[src/rtl/assert_macros.svh]
// Assertion helpers shared by the RTL files.
// Each macro expects i_clk and i_rst_n in the enclosing module.
`ifndef ASSERT_MACROS_SVH
`define ASSERT_MACROS_SVH

// Property checked on every clock edge outside reset.
`define ASSERT_CLK(lbl, prop, msg) \
    lbl: assert property (@(posedge i_clk) disable iff (!i_rst_n) (prop)) else $error(msg);

// Condition that must never be seen outside reset.
`define ASSERT_NEVER(lbl, cond, msg) \
    lbl: assert property (@(posedge i_clk) disable iff (!i_rst_n) !(cond)) else $error(msg);

`endif

[src/rtl/psu_pkg.sv]
// ----------------------------------------------------------------------------
// psu_pkg
// Shared types, codes and the Paeth predictor for the scanline unfilter.
// ----------------------------------------------------------------------------
package psu_pkg;

    // filter type codes
    localparam logic [2:0] FILT_NONE  = 3'd0;
    localparam logic [2:0] FILT_SUB   = 3'd1;
    localparam logic [2:0] FILT_UP    = 3'd2;
    localparam logic [2:0] FILT_AVG   = 3'd3;
    localparam logic [2:0] FILT_PAETH = 3'd4;

    // configuration register indexes
    localparam int          CFG_IW          = 2;
    localparam logic [1:0]  REG_ROW_LENGTH  = 2'd0;
    localparam logic [1:0]  REG_PIXEL_BYTES = 2'd1;
    localparam int          ROW_LEN_W       = 14;
    localparam int          PIX_BYTES_W     = 3;

    // result status codes
    localparam logic STAT_OK         = 1'b0;
    localparam logic STAT_BAD_FILTER = 1'b1;

    // front-to-back queue depth
    localparam int Q_DEPTH = 2;

    // one queued work item
    typedef struct packed {
        logic [7:0] data;       // filtered byte
        logic [2:0] filter;     // filter of the current row
        logic       first_row;  // row above reads as zero
        logic       row_first;  // first data byte of a row
        logic       row_end;    // last data byte of a row
        logic       is_err;     // bad filter type result
    } t_entry;

    function automatic logic [7:0] paeth(input logic [7:0] a, input logic [7:0] b,
                                         input logic [7:0] c);
        logic signed [9:0] da;
        logic signed [9:0] db;
        logic signed [9:0] dc;
        logic [9:0]        pa;
        logic [9:0]        pb;
        logic [9:0]        pc;
        // pa = |b - c|, pb = |a - c|, pc = |a + b - 2c|
        da = $signed({2'b00, b}) - $signed({2'b00, c});
        db = $signed({2'b00, a}) - $signed({2'b00, c});
        dc = da + db;
        pa = (da < 0) ? 10'(-da) : 10'(da);
        pb = (db < 0) ? 10'(-db) : 10'(db);
        pc = (dc < 0) ? 10'(-dc) : 10'(dc);
        if (pa <= pb && pa <= pc) begin
            return a;
        end else if (pb <= pc) begin
            return b;
        end
        return c;
    endfunction

endpackage

[src/rtl/psu_queue.sv]
// ----------------------------------------------------------------------------
// psu_queue
// Short FIFO of work items between the front and back parts.
// ----------------------------------------------------------------------------
module psu_queue
    import psu_pkg::*;
(
    input  logic   i_clk,
    input  logic   i_rst_n,
    input  logic   i_push,
    input  t_entry i_data,
    output logic   o_full,
    input  logic   i_pop,
    output logic   o_valid,
    output t_entry o_data
);
    `include "assert_macros.svh"

    localparam int PW = (Q_DEPTH > 1) ? $clog2(Q_DEPTH) : 1;
    localparam int CW = $clog2(Q_DEPTH + 1);

    t_entry          r_q [Q_DEPTH];
    logic [PW-1:0]   r_wptr;
    logic [PW-1:0]   r_rptr;
    logic [CW-1:0]   r_count;

    assign o_full  = (r_count == CW'(Q_DEPTH));
    assign o_valid = (r_count != '0);
    assign o_data  = r_q[r_rptr];

    always_ff @(posedge i_clk) begin
        if (i_push) begin
            r_q[r_wptr] <= i_data;
        end
    end

    always_ff @(posedge i_clk) begin
        if (!i_rst_n) begin
            r_wptr  <= '0;
            r_rptr  <= '0;
            r_count <= '0;
        end else begin
            if (i_push) begin
                r_wptr <= (r_wptr == PW'(Q_DEPTH - 1)) ? '0 : r_wptr + 1'b1;
            end
            if (i_pop) begin
                r_rptr <= (r_rptr == PW'(Q_DEPTH - 1)) ? '0 : r_rptr + 1'b1;
            end
            if (i_push && !i_pop) begin
                r_count <= r_count + 1'b1;
            end else if (!i_push && i_pop) begin
                r_count <= r_count - 1'b1;
            end
        end
    end

    `ASSERT_NEVER(a_no_push_full, i_push && o_full && !i_pop, "push into full queue")
    `ASSERT_NEVER(a_no_pop_empty, i_pop && !o_valid, "pop from empty queue")
    `ASSERT_CLK(a_count_up, i_push && !i_pop |=> r_count == $past(r_count) + CW'(1), "count slip")

endmodule

[config.mk]
export PLATFORM = sky130hd
export DESIGN_NAME = psu_queue
export DESIGN_NICKNAME = d
export VERILOG_FILES = /design/src/rtl/psu_pkg.sv /design/src/rtl/psu_queue.sv
export VERILOG_INCLUDE_DIRS = /design/src /design/src/rtl
export SDC_FILE = /design/constraint.sdc
export NUM_CORES = 1
export LEC_CHECK = 0
export ABC_AREA = 1
export BUFFER_PORTS_ARGS = -buffer_cell sky130_fd_sc_hd__buf_2
export CAP_MARGIN = 20
export CORE_ASPECT_RATIO = 1.5
export CORE_MARGIN = 4
export CORE_UTILIZATION = 40
export CTS_CLUSTER_SIZE = 30
export DETAILED_ROUTE_END_ITERATION = 10
export PLACE_DENSITY_LB_ADDON = 0.2
export SLEW_MARGIN = 20
export SYNTH_ARGS = -nofsm -noshare
export SYNTH_HDL_FRONTEND = slang
export SYNTH_SLANG_ARGS = --single-unit
export TNS_END_PERCENT = 5
[constraint.sdc]
create_clock -name i_clk -period 2.83 [get_ports i_clk]
set_input_delay 0.283 -clock i_clk [delete_from_list [all_inputs] [get_ports i_clk]]
set_output_delay 0.283 -clock i_clk [all_outputs]
set_load 0.02 [all_outputs]
==> out/results.tsv <==
stage	metric	value	unit
grt	grt_pass1_wl	3381	um
placed_design	routabilityCongestion	0.6142	
setup_path	crit_fanout	15	
placed_design	dp_slack	1.080	ns
clock_tree	cts_buffers	5	
layout	drive_gt1_frac	0.4516	
pwr	ir_worst_vdd	317.4	uV
clock_tree	clock_path_buffers	2	
synth	ys_warn_count	0	
detailed_routing	firstDrtPassIters	4	
floorplan	die_area	4434	um2
timing	setup_viol	0	
clock_tree	clock_latency	0.27	ns
detailed_routing	drt_iter0_drc	18	
synth	avgSynthCellArea	16.66	um2
synth	ys_ff_latch	35	
floorplan	core_area	3222	um2
run_status	outcome	finished clean	
grt	antenna_found_initial	0	
job	max-cap-violations	0	
synth	synth_common_cells	30 x edfxtp_1, 10 x mux2_4, 9 x nand2_1, 8 x inv_1, 8 x nor2_1	
layout	stdcell_count	164	
placed_design	io_buffers	35	
layout	nets	143	
synth	yosys.area.top_type_share	0.6593	
setup_path	cp-start-kind	flop	
floorplan	rows	25	
detailed_routing	wl_per_cell	12.77	um
clock_tree	htreeDepth	2	
layout	finalInstanceArea	1648	um2
clock_tree	hold_buffers	0	
synth	synth_cell_types	14	
grt	grt_util_all_layers	0.1034	
floorplan	start_util	0.4241	
clock_tree	cts.sinks	35	
synth	post-synth-top-count-cell	edfxtp_1	
pwr	powerDensity	647.0	nW/um2
layout	area_growth	20.60	%
setup_path	crit_type	reg2out	
clock_tree	cts_setup_buffers	0	
synth	syn_area	1366	um2
pwr	p_int	0.8278	mW
detailed_routing	viasPerCell	4.622	
synth	synth_area_leaders	edfxtp_1 66%, mux2_4 11%, dfxtp_1 7.3%	
synth	synth_cells	82	
pwr	power_frac_comb	0.126	
timing	setup_ws	0.8398	ns
timing	rsz0062_at_grt	no	
timing	fin_crit_sh	0.7033	
pwr	seqPwrFrac	0.571	
pwr	clkPwrFrac	0.303	
synth	async_flop_share	0	
detailed_routing	vias	758	
detailed_routing	ant_nets	0	
timing	tns	0	ns
placed_design	hpwl	1559	um
timing	timing.final.crit_period	1.990	ns
timing	max_freq	502.5	MHz
floorplan	io_pins	36	
timing	hold_viol	0	
setup_path	cp_data_arrival_time	1.71	ns
layout	antenna_cells	0	
synth	syn_nets	102	
synth	synth_flop_cell	edfxtp_1	
floorplan	die_x	55.72	um
clock_tree	cts_resized	0	
clock_tree	clk_pin_slew	0.06	ns
setup_path	reg2reg_setup_slack	1.61	ns
clock_tree	cts_tree	yes	
clock_tree	cts_root_buf	clkbuf_8	
hold_path	min-delay-path-class	in2reg	
setup_path	worst_setup_path_end_kind	output pin	
synth	synth_top_area_cell	edfxtp_1	
grt	grt_pass1_vias	784	
grt	grt_overflow_total	0	
placed_design	dpl_cell_area	1568	um2
timing	maxSlewViolCount	0	
timing	worst_pin_slew	0.8249	ns
synth	synth_edf_count	30	
timing	slew-limit-headroom	0.4493	
pwr	p_leak	0.6965	nW
pwr	switching_share	0.2235	
pwr	power_switching	0.2383	mW
timing	clock-skew-final	0.003691	ns
grt	grt_start_max_net_pins	16	
synth	ys_seq_area_frac	0.7326	
floorplan	die_h	79.58	um
setup_path	worst_ep_required_time	2.55	ns
placed_design	placed_cells	156	
detailed_routing	drc_errors	0	
pwr	fin_total_pwr	1.066	mW
detailed_routing	wirelength	2095	um
==> through the flow <==
step                hold slack [ns]  utilization
floorplan                    0.3819            -
global placement             0.4727       0.4866
detailed placement           0.4749       0.4866
CTS                          0.1809       0.5115
global route                 0.1764       0.5115
finish                       0.1934       0.5115
==> critical path: stages (launching register included) <==
cell,delay (ns)
dfxtp_1,0.86
mux2_2,0.42
buf_2,0.16
==> area by class of cell <==
class	count	area (um2)
Clock buffer	8	80.08
Multi-Input combinational cell	37	304.0
Tap cell	40	50.05
Timing Repair Buffer	36	182.7
Fill cell	285	1574
Sequential cell	35	1001
Inverter	8	30.03
==> power groups by stage <==
stage | sequential, mW | combinational, mW | clock, mW
2_1_floorplan | 0.610 | 0.102 | 0
3_3_place_gp | 0.619 | 0.132 | 0
3_5_place_dp | 0.621 | 0.136 | 0
4_1_cts | 0.610 | 0.137 | 0.335
5_1_grt | 0.612 | 0.146 | 0.364
6_report | 0.609 | 0.134 | 0.323
==> final timing paths <==
check | from | to | cells after the start
max | flop | o_data[2] | 2
min | i_data[11] | r_q[1][11] | 1
max reg2reg | r_wptr | r_q[1][13] | 2
min reg2reg | r_wptr | r_wptr | 2
==> per-layer routing <==
metal / track usage / vias up / wire [um]
met5: 0 / - / 0
met4: 0.05839 / 0 / 20
met3: 0.05016 / 4 / 169
met2: 0.1872 / 26 / 1156
met1: 0.09148 / 356 / 749
li1: - / 372 / -
==> registers in the layout, indices dropped and copies added, names as in the netlist, named ones only <==
name and cells:
r_rptr 1, r_wptr 1, r_q 30, r_count 2
==> layout by cell type, fill, tap and decap left out <==
cell	n
buf_4	1
ha_1	1
nand3_1	1
buf_2	35
inv_1	8
dfxtp_1	5
a21oi_1	1
edfxtp_1	30
nand2_1	9
mux2_2	5
nor2_1	8
clkbuf_1	3
o21ai_0	1
nand4_1	1
clkbuf_8	5
mux2_4	10
==> cells by family after synthesis <==
| logic type | share of synthesized area |
|---|---|
| buffers and inverters | 0.04487 |
| DFF | 0.7326 |
| muxes | 0.1511 |
| adders and majority gates | 0.009156 |
| AOI/OAI and AO/OA | 0.007319 |
| and+or+nand+nor | 0.05494 |
Power figures use the tool's default switching activity.
