## src/rtl/assert_macros.svh

```systemverilog
// Assertion helpers shared by the RTL files.
// Each macro expects i_clk and i_rst_n in the enclosing module.
`ifndef ASSERT_MACROS_SVH
`define ASSERT_MACROS_SVH

// Property checked on every clock edge outside reset.
`define ASSERT_CLK(lbl, prop, msg) \
    lbl: assert property (@(posedge i_clk) disable iff (!i_rst_n) (prop)) else $error(msg);

// Condition that must never be seen outside reset.
`define ASSERT_NEVER(lbl, cond, msg) \
    lbl: assert property (@(posedge i_clk) disable iff (!i_rst_n) !(cond)) else $error(msg);

`endif

```

## src/rtl/psu_pkg.sv

```systemverilog
// ----------------------------------------------------------------------------
// psu_pkg
// Shared types, codes and the Paeth predictor for the scanline unfilter.
// ----------------------------------------------------------------------------
package psu_pkg;

    // filter type codes
    localparam logic [2:0] FILT_NONE  = 3'd0;
    localparam logic [2:0] FILT_SUB   = 3'd1;
    localparam logic [2:0] FILT_UP    = 3'd2;
    localparam logic [2:0] FILT_AVG   = 3'd3;
    localparam logic [2:0] FILT_PAETH = 3'd4;

    // configuration register indexes
    localparam int          CFG_IW          = 2;
    localparam logic [1:0]  REG_ROW_LENGTH  = 2'd0;
    localparam logic [1:0]  REG_PIXEL_BYTES = 2'd1;
    localparam int          ROW_LEN_W       = 14;
    localparam int          PIX_BYTES_W     = 3;

    // result status codes
    localparam logic STAT_OK         = 1'b0;
    localparam logic STAT_BAD_FILTER = 1'b1;

    // front-to-back queue depth
    localparam int Q_DEPTH = 2;

    // one queued work item
    typedef struct packed {
        logic [7:0] data;       // filtered byte
        logic [2:0] filter;     // filter of the current row
        logic       first_row;  // row above reads as zero
        logic       row_first;  // first data byte of a row
        logic       row_end;    // last data byte of a row
        logic       is_err;     // bad filter type result
    } t_entry;

    function automatic logic [7:0] paeth(input logic [7:0] a, input logic [7:0] b,
                                         input logic [7:0] c);
        logic signed [9:0] da;
        logic signed [9:0] db;
        logic signed [9:0] dc;
        logic [9:0]        pa;
        logic [9:0]        pb;
        logic [9:0]        pc;
        // pa = |b - c|, pb = |a - c|, pc = |a + b - 2c|
        da = $signed({2'b00, b}) - $signed({2'b00, c});
        db = $signed({2'b00, a}) - $signed({2'b00, c});
        dc = da + db;
        pa = (da < 0) ? 10'(-da) : 10'(da);
        pb = (db < 0) ? 10'(-db) : 10'(db);
        pc = (dc < 0) ? 10'(-dc) : 10'(dc);
        if (pa <= pb && pa <= pc) begin
            return a;
        end else if (pb <= pc) begin
            return b;
        end
        return c;
    endfunction

endpackage

```

## src/rtl/psu_front.sv

```systemverilog
// ----------------------------------------------------------------------------
// psu_front
// Accepts stream beats, tracks row position and filter, queues work items.
// ----------------------------------------------------------------------------
module psu_front
    import psu_pkg::*;
#(
    parameter int MAX_ROW_BYTES = 8192
) (
    input  logic                  i_clk,
    input  logic                  i_rst_n,
    input  logic                  i_valid,
    output logic                  o_ready,
    input  logic [7:0]            i_stream_byte,
    input  logic                  i_frame_start,
    input  logic [ROW_LEN_W-1:0]  i_row_length,
    input  logic                  i_q_full,
    output logic                  o_push,
    output t_entry                o_entry
);
    localparam int AW   = (MAX_ROW_BYTES > 1) ? $clog2(MAX_ROW_BYTES) : 1;
    localparam int MW   = $clog2(MAX_ROW_BYTES + 1);
    localparam int LW   = (MW > ROW_LEN_W) ? MW : ROW_LEN_W;

    logic [AW-1:0] r_idx;
    logic [AW-1:0] n_idx;
    logic          r_in_row;
    logic          n_in_row;
    logic          r_first;
    logic          n_first;
    logic          r_err;
    logic          n_err;
    logic          r_row_first;
    logic          n_row_first;
    logic [2:0]    r_filter;
    logic [2:0]    n_filter;

    logic          accept;
    logic          want_filter;
    logic          first;
    logic          err;
    logic          bad;
    logic          row_end;
    logic [LW-1:0] len_raw;
    logic [LW-1:0] len_eff;
    logic [LW-1:0] pos_next;

    assign o_ready     = !i_q_full;
    assign accept      = i_valid && !i_q_full;
    assign want_filter = i_frame_start || !r_in_row;
    assign first       = i_frame_start || r_first;
    assign err         = !i_frame_start && r_err;
    assign bad         = (i_stream_byte > {5'd0, FILT_PAETH});

    // clamp length to 1..MAX_ROW_BYTES
    assign len_raw  = LW'(i_row_length);
    assign len_eff  = (len_raw == '0) ? LW'(1) :
                      (len_raw > LW'(MAX_ROW_BYTES)) ? LW'(MAX_ROW_BYTES) : len_raw;
    assign pos_next = LW'(r_idx) + LW'(1);
    assign row_end  = (pos_next >= len_eff);

    assign o_push = accept && !err && (!want_filter || bad);

    always_comb begin
        o_entry.data      = i_stream_byte;
        o_entry.filter    = r_filter;
        o_entry.first_row = first;
        o_entry.row_first = r_row_first;
        o_entry.row_end   = row_end;
        o_entry.is_err    = want_filter;
    end

    always_comb begin
        n_idx       = r_idx;
        n_in_row    = r_in_row;
        n_first     = r_first;
        n_err       = r_err;
        n_row_first = r_row_first;
        n_filter    = r_filter;
        if (accept) begin
            n_first  = first;
            n_err    = err;
            n_in_row = want_filter ? 1'b0 : r_in_row;
            if (!err) begin
                if (want_filter) begin
                    if (bad) begin
                        n_err = 1'b1;
                    end else begin
                        n_filter    = i_stream_byte[2:0];
                        n_in_row    = 1'b1;
                        n_idx       = '0;
                        n_row_first = 1'b1;
                    end
                end else begin
                    n_row_first = 1'b0;
                    if (row_end) begin
                        n_in_row = 1'b0;
                        n_first  = 1'b0;
                    end else begin
                        n_idx = AW'(pos_next);
                    end
                end
            end
        end
    end

    always_ff @(posedge i_clk) begin
        if (!i_rst_n) begin
            r_idx       <= '0;
            r_in_row    <= 1'b0;
            r_first     <= 1'b1;
            r_err       <= 1'b0;
            r_row_first <= 1'b0;
            r_filter    <= FILT_NONE;
        end else begin
            r_idx       <= n_idx;
            r_in_row    <= n_in_row;
            r_first     <= n_first;
            r_err       <= n_err;
            r_row_first <= n_row_first;
            r_filter    <= n_filter;
        end
    end

endmodule

```

## config.mk

```make
export PLATFORM = sky130hd
export DESIGN_NAME = psu_front
export DESIGN_NICKNAME = d
export VERILOG_FILES = /design/src/rtl/assert_macros.svh /design/src/rtl/psu_pkg.sv /design/src/rtl/psu_front.sv
export SDC_FILE = /design/constraint.sdc
export NUM_CORES = 1
export LEC_CHECK = 0
export BUFFER_PORTS_ARGS = -buffer_cell sky130_fd_sc_hd__buf_2
export CORE_MARGIN = 2
export CORE_UTILIZATION = 45
export CTS_CLUSTER_SIZE = 14
export DETAILED_ROUTE_END_ITERATION = 6
export PLACE_DENSITY = 0.7
export SLEW_MARGIN = 25
export SYNTH_ARGS = -nofsm -noshare
export SYNTH_HDL_FRONTEND = slang
export SYNTH_SLANG_ARGS = --single-unit
export TNS_END_PERCENT = 20
```

## constraint.sdc

```tcl
create_clock -name i_clk -period 7.45 [get_ports i_clk]
set_input_delay 1.1175 -clock i_clk [delete_from_list [all_inputs] [get_ports i_clk]]
set_output_delay 1.1175 -clock i_clk [all_outputs]
set_load 0.01 [all_outputs]
```

==> flow_summary.toml, run 1 <==
[floorplan]
floorplan.rows = 21
dieArea_sq_mm = 0.004133
initial_core_utilization = 0.4788
core-area_sq_mm = 0.003416
die_h_microns = 64.29
io-pin-count = 44
die_width_microns = 64.29

[sta]
final_tns_setup_ns = 0
worst-slew-pin-transition_ns = 0.5862
layout_min_cycle_time_ns = 4.368
report.final.hold_viol_count = 0
unrepaired_setup_endpoints_after_global_routing = "no"
worst_slew_margin_rel = 0.6066
max_freq_ghz = 0.2289
timing_max_transition_violations_final = 0
fin_skew_ns = 0.007057
final_min_period_over_clock_period = 0.5864
postLayoutSetupSlackWorst_ns = 3.082
setup_viol_count_final = 0

[power]
total_internal_power_w = 0.0001501
power.share.switching = 0.2590
sequentialPowerShare = 0.532
clkPwrFrac = 0.316
power_per_cell_area_mw_per_mm2 = 110.2
p_switching_w = 0.00005245
gate_power_share = 0.152
power_leakage_nw = 0.8332
vdd.ir_drop.worst_mv = 0.09214

[yosys]
postSynth.asyncResetShare = 0
synth.lib_cells_used.distinct = 47
ys_dominant_reg_cell = "sky130_fd_sc_hd__dfxtp_1"
seq_area_frac_synth = 0.2448
synth.cell_area_sq_mm = 0.001635
synth_largest_type_area_fraction = 0.2448
library_cell_with_the_largest_summed_area_after_synthesis = "sky130_fd_sc_hd__dfxtp_1"
synth_fp_nets = 246
synth-seq-cells = 20
synth_enable_flop_cells = 0
synth_warnings = 0
postSynthAreaPerCell_sq_um = 8.016
synth_top_cells_by_area = "sky130_fd_sc_hd__dfxtp_1 (24%), sky130_fd_sc_hd__ha_1 (11%), sky130_fd_sc_hd__nand2_1 (5.7%)"
netlist_instances = 204

[routing]
antenna_left = 0
drt_first_iter_violations = 63
totalWireLength_mm = 3.636
route.vias.total = 1518
avgRoutedWirePerCell_microns = 12.94
drcViolationCount = 0
dr.pass1.iters = 5
detail_route.vias_per_cell = 5.402

[grt]
grt_pass1_vias = 1434
pin_count_of_the_biggest_net_entering_global_routing = 14
global_route.usage.total = 0.1872
grt_overflow = 0
number_of_antenna_violations_at_the_first_check_in_global_routing = 0
wire_length_of_the_first_global_routing_pass_mm = 6.230

[clocking]
clk_transition_reported_paths_ns = 0.11
cts_max_path_buffers = 2
worstSkewPairLatency_ns = 0.31
postCtsResizedCells = 0
clk_root_buffer_cell = "sky130_fd_sc_hd__clkbuf_4"
clock-sinks = 20
cts-hold-fix-buffers = 0
post_cts_setup_repair_bufs = 0
cts_buffers = 3
htreeDepth = 1
cts_tree = "done"

[setup_path]
worstSetupStartpointType = "flop"
critical_path.top_delay_family = "simple AND/OR/NAND/NOR gates"
cp.required_ns = 6.33
worstSetupPathDepth = 13
path_common_cell = "sky130_fd_sc_hd__and3_1"
endpoint = "o_entry[1]"
worstRegToRegCells = 14
critical_path_peak_fanout = 7
crit_path_end_kind = "output port"
worstPathCellList = "ha_1 > and3_1 > and3_1 > and3_1 > nand3_1 > xnor2_1 > inv_1 > ha_1 > nand4_1 > o221ai_1 > a21oi_2 > nand2_4 > buf_2"
critPathKind = "flop to output port"
startpoint = "r_idx[0]"
crit_path_top_delay_cell = "sky130_fd_sc_hd__dfxtp_1"
ff_to_ff_setup_slack_ns = 3.85
crit_reg_reg_startpoint = "r_idx[0]"
critical-path-max-stage-delay_ns = 0.43
timing.critical_path.arrival_ns = 3.25
crit-reg2reg-capture = "r_idx[5]"
critical_path_buf_inv_count = 2

[placed_design]
final_weighted_congestion_in_routability_driven_placement = 0.8025
dp.final_hpwl_mm = 2.950
io_buffer_count = 43
dp_worst_setup_slack_ns = 3.274

[worst_hold_path]
hold_path_class = "flop to flop"

[layout]
antennaDiodeCount = 0
flow.area_growth_from_synthesis_pct = 12.39
drive_above_1_share = 0.2638
layout.nets = 278

[status]
outcome = "finished clean"

[job]
max_cap_violations = 0
[layout by cell type, fill, tap and decap left out, types with 2 or more instances in the layout]
cell type	synthesis	layout
sky130_fd_sc_hd__or2_2	2	2
sky130_fd_sc_hd__and2_1	3	3
sky130_fd_sc_hd__nand3_1	7	7
sky130_fd_sc_hd__ha_1	15	15
sky130_fd_sc_hd__o311ai_0	8	8
sky130_fd_sc_hd__a21o_1	2	2
sky130_fd_sc_hd__o31ai_1	6	6
sky130_fd_sc_hd__o2bb2ai_1	2	2
sky130_fd_sc_hd__buf_2	0	43
sky130_fd_sc_hd__o21ai_1	2	2
sky130_fd_sc_hd__nor2_1	16	16
sky130_fd_sc_hd__o21a_1	2	2
sky130_fd_sc_hd__dfxtp_1	20	20
sky130_fd_sc_hd__nor3_1	3	3
sky130_fd_sc_hd__clkbuf_4	0	3
sky130_fd_sc_hd__a21oi_2	3	3
sky130_fd_sc_hd__inv_1	13	13
sky130_fd_sc_hd__a21oi_1	12	12
sky130_fd_sc_hd__nor2b_1	2	2
sky130_fd_sc_hd__xnor2_1	7	7
sky130_fd_sc_hd__nand4_1	4	4
sky130_fd_sc_hd__xor2_1	3	3
sky130_fd_sc_hd__and3_1	4	4
sky130_fd_sc_hd__o21ai_0	3	3
sky130_fd_sc_hd__nor4_1	2	2
sky130_fd_sc_hd__mux2i_1	3	3
sky130_fd_sc_hd__nand2_1	25	25
[registers in the layout (all words and copies together), names as in the netlist]
name	cells
r_err	1
r_filter	3
r_first	1
r_idx	13
r_in_row	1
r_row_first	1
[synthesized netlist by cell type, types with 2 or more instances]
library cell	instances
sky130_fd_sc_hd__xnor2_1	7
sky130_fd_sc_hd__nand3_1	7
sky130_fd_sc_hd__nor2b_1	2
sky130_fd_sc_hd__o311ai_0	8
sky130_fd_sc_hd__ha_1	15
sky130_fd_sc_hd__mux2i_1	3
sky130_fd_sc_hd__o31ai_1	6
sky130_fd_sc_hd__o2bb2ai_1	2
sky130_fd_sc_hd__buf_4	12
sky130_fd_sc_hd__a21oi_1	12
sky130_fd_sc_hd__xor2_1	3
sky130_fd_sc_hd__nor3_1	3
sky130_fd_sc_hd__o21ai_0	3
sky130_fd_sc_hd__nand4_1	4
sky130_fd_sc_hd__or2_2	2
sky130_fd_sc_hd__and2_1	3
sky130_fd_sc_hd__a21oi_2	3
sky130_fd_sc_hd__nor2_1	16
sky130_fd_sc_hd__inv_1	13
sky130_fd_sc_hd__clkbuf_1	3
sky130_fd_sc_hd__dfxtp_1	20
sky130_fd_sc_hd__nor4_1	2
sky130_fd_sc_hd__o21ai_1	2
sky130_fd_sc_hd__a21o_1	2
sky130_fd_sc_hd__nand2_1	25
sky130_fd_sc_hd__and3_1	4
sky130_fd_sc_hd__o21a_1	2
[per-stage QoR]
| step | hold WS (ns) | power, W | std cells | cell area [sq um] | utilization |
|---|---|---|---|---|---|
| detailed placement | 0.4499 | 0.0001411 | 277 | 1802 | 0.5275 |
| floorplan | 0.4367 | 0.0001297 | 204 | 1635 | - |
| global placement | 0.4473 | 0.0001408 | 277 | 1802 | 0.5275 |
| CTS | 0.4665 | 0.0002050 | 281 | 1838 | 0.5381 |
| global route | 0.5223 | 0.0002132 | 281 | 1838 | 0.5381 |
| finish | 0.4611 | 0.0002025 | 281 | 1838 | 0.5381 |
[power groups by stage]
stage               logic (W)  clock network [W]  registers, W
floorplan           0.0000195                  0      0.000110
global placement    0.0000307                  0      0.000110
detailed placement  0.0000309                  0      0.000110
CTS                 0.0000310          0.0000662      0.000108
global route        0.0000350          0.0000703      0.000108
finish              0.0000307          0.0000641      0.000108
[cell families (layout without fill, tap and decap cells)]
logic type,Yosys count,in the layout,synth area share
multiplexers,3,3,0.01836
AO/OA/AOI/OAI,49,49,0.2227
AND/OR/NAND/NOR,78,78,0.2510
adder cells (fa/ha/maj),15,15,0.1148
buffers and inverters,29,60,0.09487
flip-flops,20,20,0.2448
XOR/XNOR,10,10,0.05356
[worst min-delay path by stage]
stage,start,endpoint,slack (ns),cells past startpoint
floorplan,r_row_first,r_row_first,0.44,2
global placement,r_row_first,r_row_first,0.45,2
detailed placement,r_row_first,r_row_first,0.45,2
CTS,r_row_first,r_row_first,0.47,2
global route,r_row_first,r_row_first,0.52,2
finish,r_row_first,r_row_first,0.46,2
[worst register-to-register path, cell delays in order, from the launching register on]
cell                       delay, ns
sky130_fd_sc_hd__dfxtp_1        0.43
sky130_fd_sc_hd__ha_1           0.29
sky130_fd_sc_hd__and3_1         0.22
sky130_fd_sc_hd__and3_1         0.19
sky130_fd_sc_hd__and3_1         0.24
sky130_fd_sc_hd__nand3_1        0.12
sky130_fd_sc_hd__xnor2_1        0.21
sky130_fd_sc_hd__inv_1          0.07
sky130_fd_sc_hd__ha_1           0.29
sky130_fd_sc_hd__nand4_1        0.14
sky130_fd_sc_hd__nor2_2         0.23
sky130_fd_sc_hd__o311ai_4       0.17
sky130_fd_sc_hd__a21oi_1        0.48
sky130_fd_sc_hd__o21ai_1        0.27
sky130_fd_sc_hd__o21ai_0        0.19
[metal layers]
metal  track usage  up-vias  routed length (microns)
met4       0.04521        0                       20
li1              -      787                        -
met3       0.03345        4                      216
met5             0        -                        0
met1        0.2559      689                     1722
met2        0.3047       38                     1676
[cell type report]
type                            instances  area (sq um)
Clock buffer                            4         36.28
Fill cell                             355          1578
Inverter                               13         48.80
Multi-Input combinational cell        155          1080
Sequential cell                        20         400.4
Tap cell                               46         57.56
Timing Repair Buffer                   43         215.2
Note: power is estimated with default switching activity, not from simulation.
==> inputs of run 2 (changes only) <==
--- a/config.mk
+++ b/config.mk
@@ -10,7 +10,7 @@
 export CORE_UTILIZATION = 45
 export CTS_CLUSTER_SIZE = 14
 export DETAILED_ROUTE_END_ITERATION = 6
-export PLACE_DENSITY = 0.7
+export PLACE_DENSITY = 0.73
 export SLEW_MARGIN = 25
 export SYNTH_ARGS = -nofsm -noshare
 export SYNTH_HDL_FRONTEND = slang
==> constraint.sdc (replaced) <==
create_clock -name i_clk -period 3.6 [get_ports i_clk]
set_input_delay 0.54 -clock i_clk [delete_from_list [all_inputs] [get_ports i_clk]]
set_output_delay 0.54 -clock i_clk [all_outputs]
set_load 0.01 [all_outputs]
==> flow_summary.toml, run 2 (same netlist as run 1, synthesis figures left out) <==
[sta]
worst_slew_margin_rel = 0.5928
fin_skew_ns = 0.001629
final.hold.worst_slack_ns = 0.4723
max_freq_ghz = 0.2892
layout_min_cycle_time_ns = 3.458
postLayoutSetupSlackWorst_ns = 0.1420
timing_max_transition_violations_final = 0
worst-slew-pin-transition_ns = 0.6068
report.final.hold_viol_count = 0
setup_viol_count_final = 0
final_min_period_over_clock_period = 0.9605

[layout]
layout_commonest_cell = "sky130_fd_sc_hd__buf_2"
reg.largest.list = "r_idx (13), r_filter (3)"
most-common-layout-cells = "sky130_fd_sc_hd__buf_2 (43), sky130_fd_sc_hd__nand2_1 (25), sky130_fd_sc_hd__dfxtp_1 (17)"
flow.area_growth_from_synthesis_pct = 18.21
layout.nets = 283
drive_above_1_share = 0.3264
filler_cell_count = 327
antennaDiodeCount = 0
multi_input_area_sq_mm = 0.001145
ff_latch_area_sq_um = 406.6
layout.cell_area.non_filler_sq_mm = 0.001933
register_with_the_most_flip_flops = "r_idx"
largest_register_ffs = 13

[floorplan]
io-pin-count = 44
dieArea_sq_mm = 0.004133
initial_core_utilization = 0.4788
die_h_microns = 64.29
die_width_microns = 64.29
floorplan.rows = 21
core-area_sq_mm = 0.003416

[clocking]
clk_root_buffer_cell = "sky130_fd_sc_hd__clkbuf_4"
clk_transition_reported_paths_ns = 0.11
worstSkewPairLatency_ns = 0.30
cts_max_path_buffers = 2
clock-sinks = 20
cts_tree = "done"
cts-hold-fix-buffers = 0
cts_buffers = 3
htreeDepth = 1

[placed_design]
io_buffer_count = 43
final_weighted_congestion_in_routability_driven_placement = 0.8644
dp_worst_setup_slack_ns = 0.1412
dp.final_hpwl_mm = 2.972
dpl_cell_area_sq_mm = 0.001802

[setup_path]
startpoint = "r_idx[0]"
worstPathCellList = "ha_4 > and3_4 > and3_1 > and3_4 > nand3_2 > xnor2_2 > inv_2 > ha_4 > nand4_1 > nor2_2 > buf_4 > a21oi_4 > nand2_4 > buf_2"
endpoint = "o_entry[1]"
timing.critical_path.arrival_ns = 2.92
worstSetupStartpointType = "flop"
worstRegToRegCells = 16
critical_path_buf_inv_count = 3
critical_path_peak_fanout = 6
critical_path.top_delay_family = "simple AND/OR/NAND/NOR gates"
cp.required_ns = 3.06
worstSetupPathDepth = 14
crit-reg2reg-capture = "r_idx[1]"
critPathKind = "flop to output port"
crit_path_end_kind = "output port"
critical-path-max-stage-delay_ns = 0.40
crit_reg_reg_startpoint = "r_idx[0]"
ff_to_ff_setup_slack_ns = 0.32
crit_path_top_delay_cell = "sky130_fd_sc_hd__dfxtp_4"

[power]
power_per_cell_area_mw_per_mm2 = 205.3
power_leakage_nw = 0.8507
total_power_consumption_w = 0.0003968
vdd.ir_drop.worst_mv = 0.1239

[routing]
avgRoutedWirePerCell_microns = 13.60
detail_route.vias_per_cell = 5.446
drcViolationCount = 0
drt_first_iter_violations = 106
totalWireLength_mm = 3.875
route.vias.total = 1552
dr.pass1.iters = 4
antenna_left = 0

[grt]
grt_pass1_vias = 1372
number_of_antenna_violations_at_the_first_check_in_global_routing = 0
global_route.usage.total = 0.1965
grt_overflow = 0
wire_length_of_the_first_global_routing_pass_mm = 6.396
pin_count_of_the_biggest_net_entering_global_routing = 14

[worst_hold_path]
hold_path_class = "flop to flop"

[status]
outcome = "finished clean"

[job]
max_cap_violations = 0
-- run 2: where the power goes --
part / total [W] / internal [W] / switching, W
sequential: 0.000222 / 0.000221 / 0.000000831
clock: 0.000107 / 0.0000391 / 0.0000684
combinational: 0.0000672 / 0.0000285 / 0.0000387
-- run 2: timing repair --
item | in CTS | in global routing
buffers inserted | 1 | 4
endpoints found under the setup margin | 1 | 14
gates resized for setup | 1 | 15
pin swaps | 1 | 4
-- run 2: worst reg2reg max path: stages (launching register included) --
cell	delay, ns
sky130_fd_sc_hd__dfxtp_4	0.40
sky130_fd_sc_hd__ha_4	0.16
sky130_fd_sc_hd__and3_4	0.19
sky130_fd_sc_hd__and3_1	0.18
sky130_fd_sc_hd__and3_4	0.22
sky130_fd_sc_hd__nand3_2	0.10
sky130_fd_sc_hd__xnor2_2	0.23
sky130_fd_sc_hd__inv_2	0.07
sky130_fd_sc_hd__ha_4	0.26
sky130_fd_sc_hd__nand4_1	0.15
sky130_fd_sc_hd__nor2_2	0.20
sky130_fd_sc_hd__buf_4	0.14
sky130_fd_sc_hd__a21oi_4	0.05
sky130_fd_sc_hd__buf_4	0.16
sky130_fd_sc_hd__a21oi_2	0.27
sky130_fd_sc_hd__o21ai_1	0.22
sky130_fd_sc_hd__o2bb2ai_1	0.20
-- run 2: layer usage --
| metal | vias to the layer above | global-route usage | part of all wire |
|---|---|---|---|
| met4 | 0 | 0.04521 | 0.012 |
| met5 | - | 0 | 0 |
| met2 | 38 | 0.3021 | 0.47 |
| li1 | 796 | - | - |
| met3 | 4 | 0.04754 | 0.060 |
| met1 | 714 | 0.2765 | 0.46 |
-- run 2: final cells by class --
class,count,area share
Multi-Input combinational cell,155,0.5922
Sequential cell,20,0.2104
Timing Repair Buffer,48,0.1307
Tap cell,46,0.02977
Inverter,13,0.02524
Clock buffer,3,0.01165
-- run 2: how the worst min path moves through the flow --
stage	start	depth (start not counted)	slack, ns	end
final	r_row_first	2	0.47	r_row_first
after global routing	i_stream_byte[1]	3	0.48	r_filter[1]
after CTS	r_row_first	2	0.47	r_row_first
after detailed placement	r_row_first	2	0.46	r_row_first
after global placement	r_row_first	2	0.45	r_row_first
after floorplan	r_row_first	2	0.44	r_row_first
-- run 2: stage by stage --
step / utilization / std cells / setup TNS [ns]
2_1_floorplan: - / 204 / 0
3_3_place_gp: 0.5275 / 277 / 0
3_5_place_dp: 0.5275 / 277 / 0
4_1_cts: 0.5366 / 281 / 0
5_1_grt: 0.5659 / 285 / -0.0001141
6_report: 0.5659 / 285 / 0
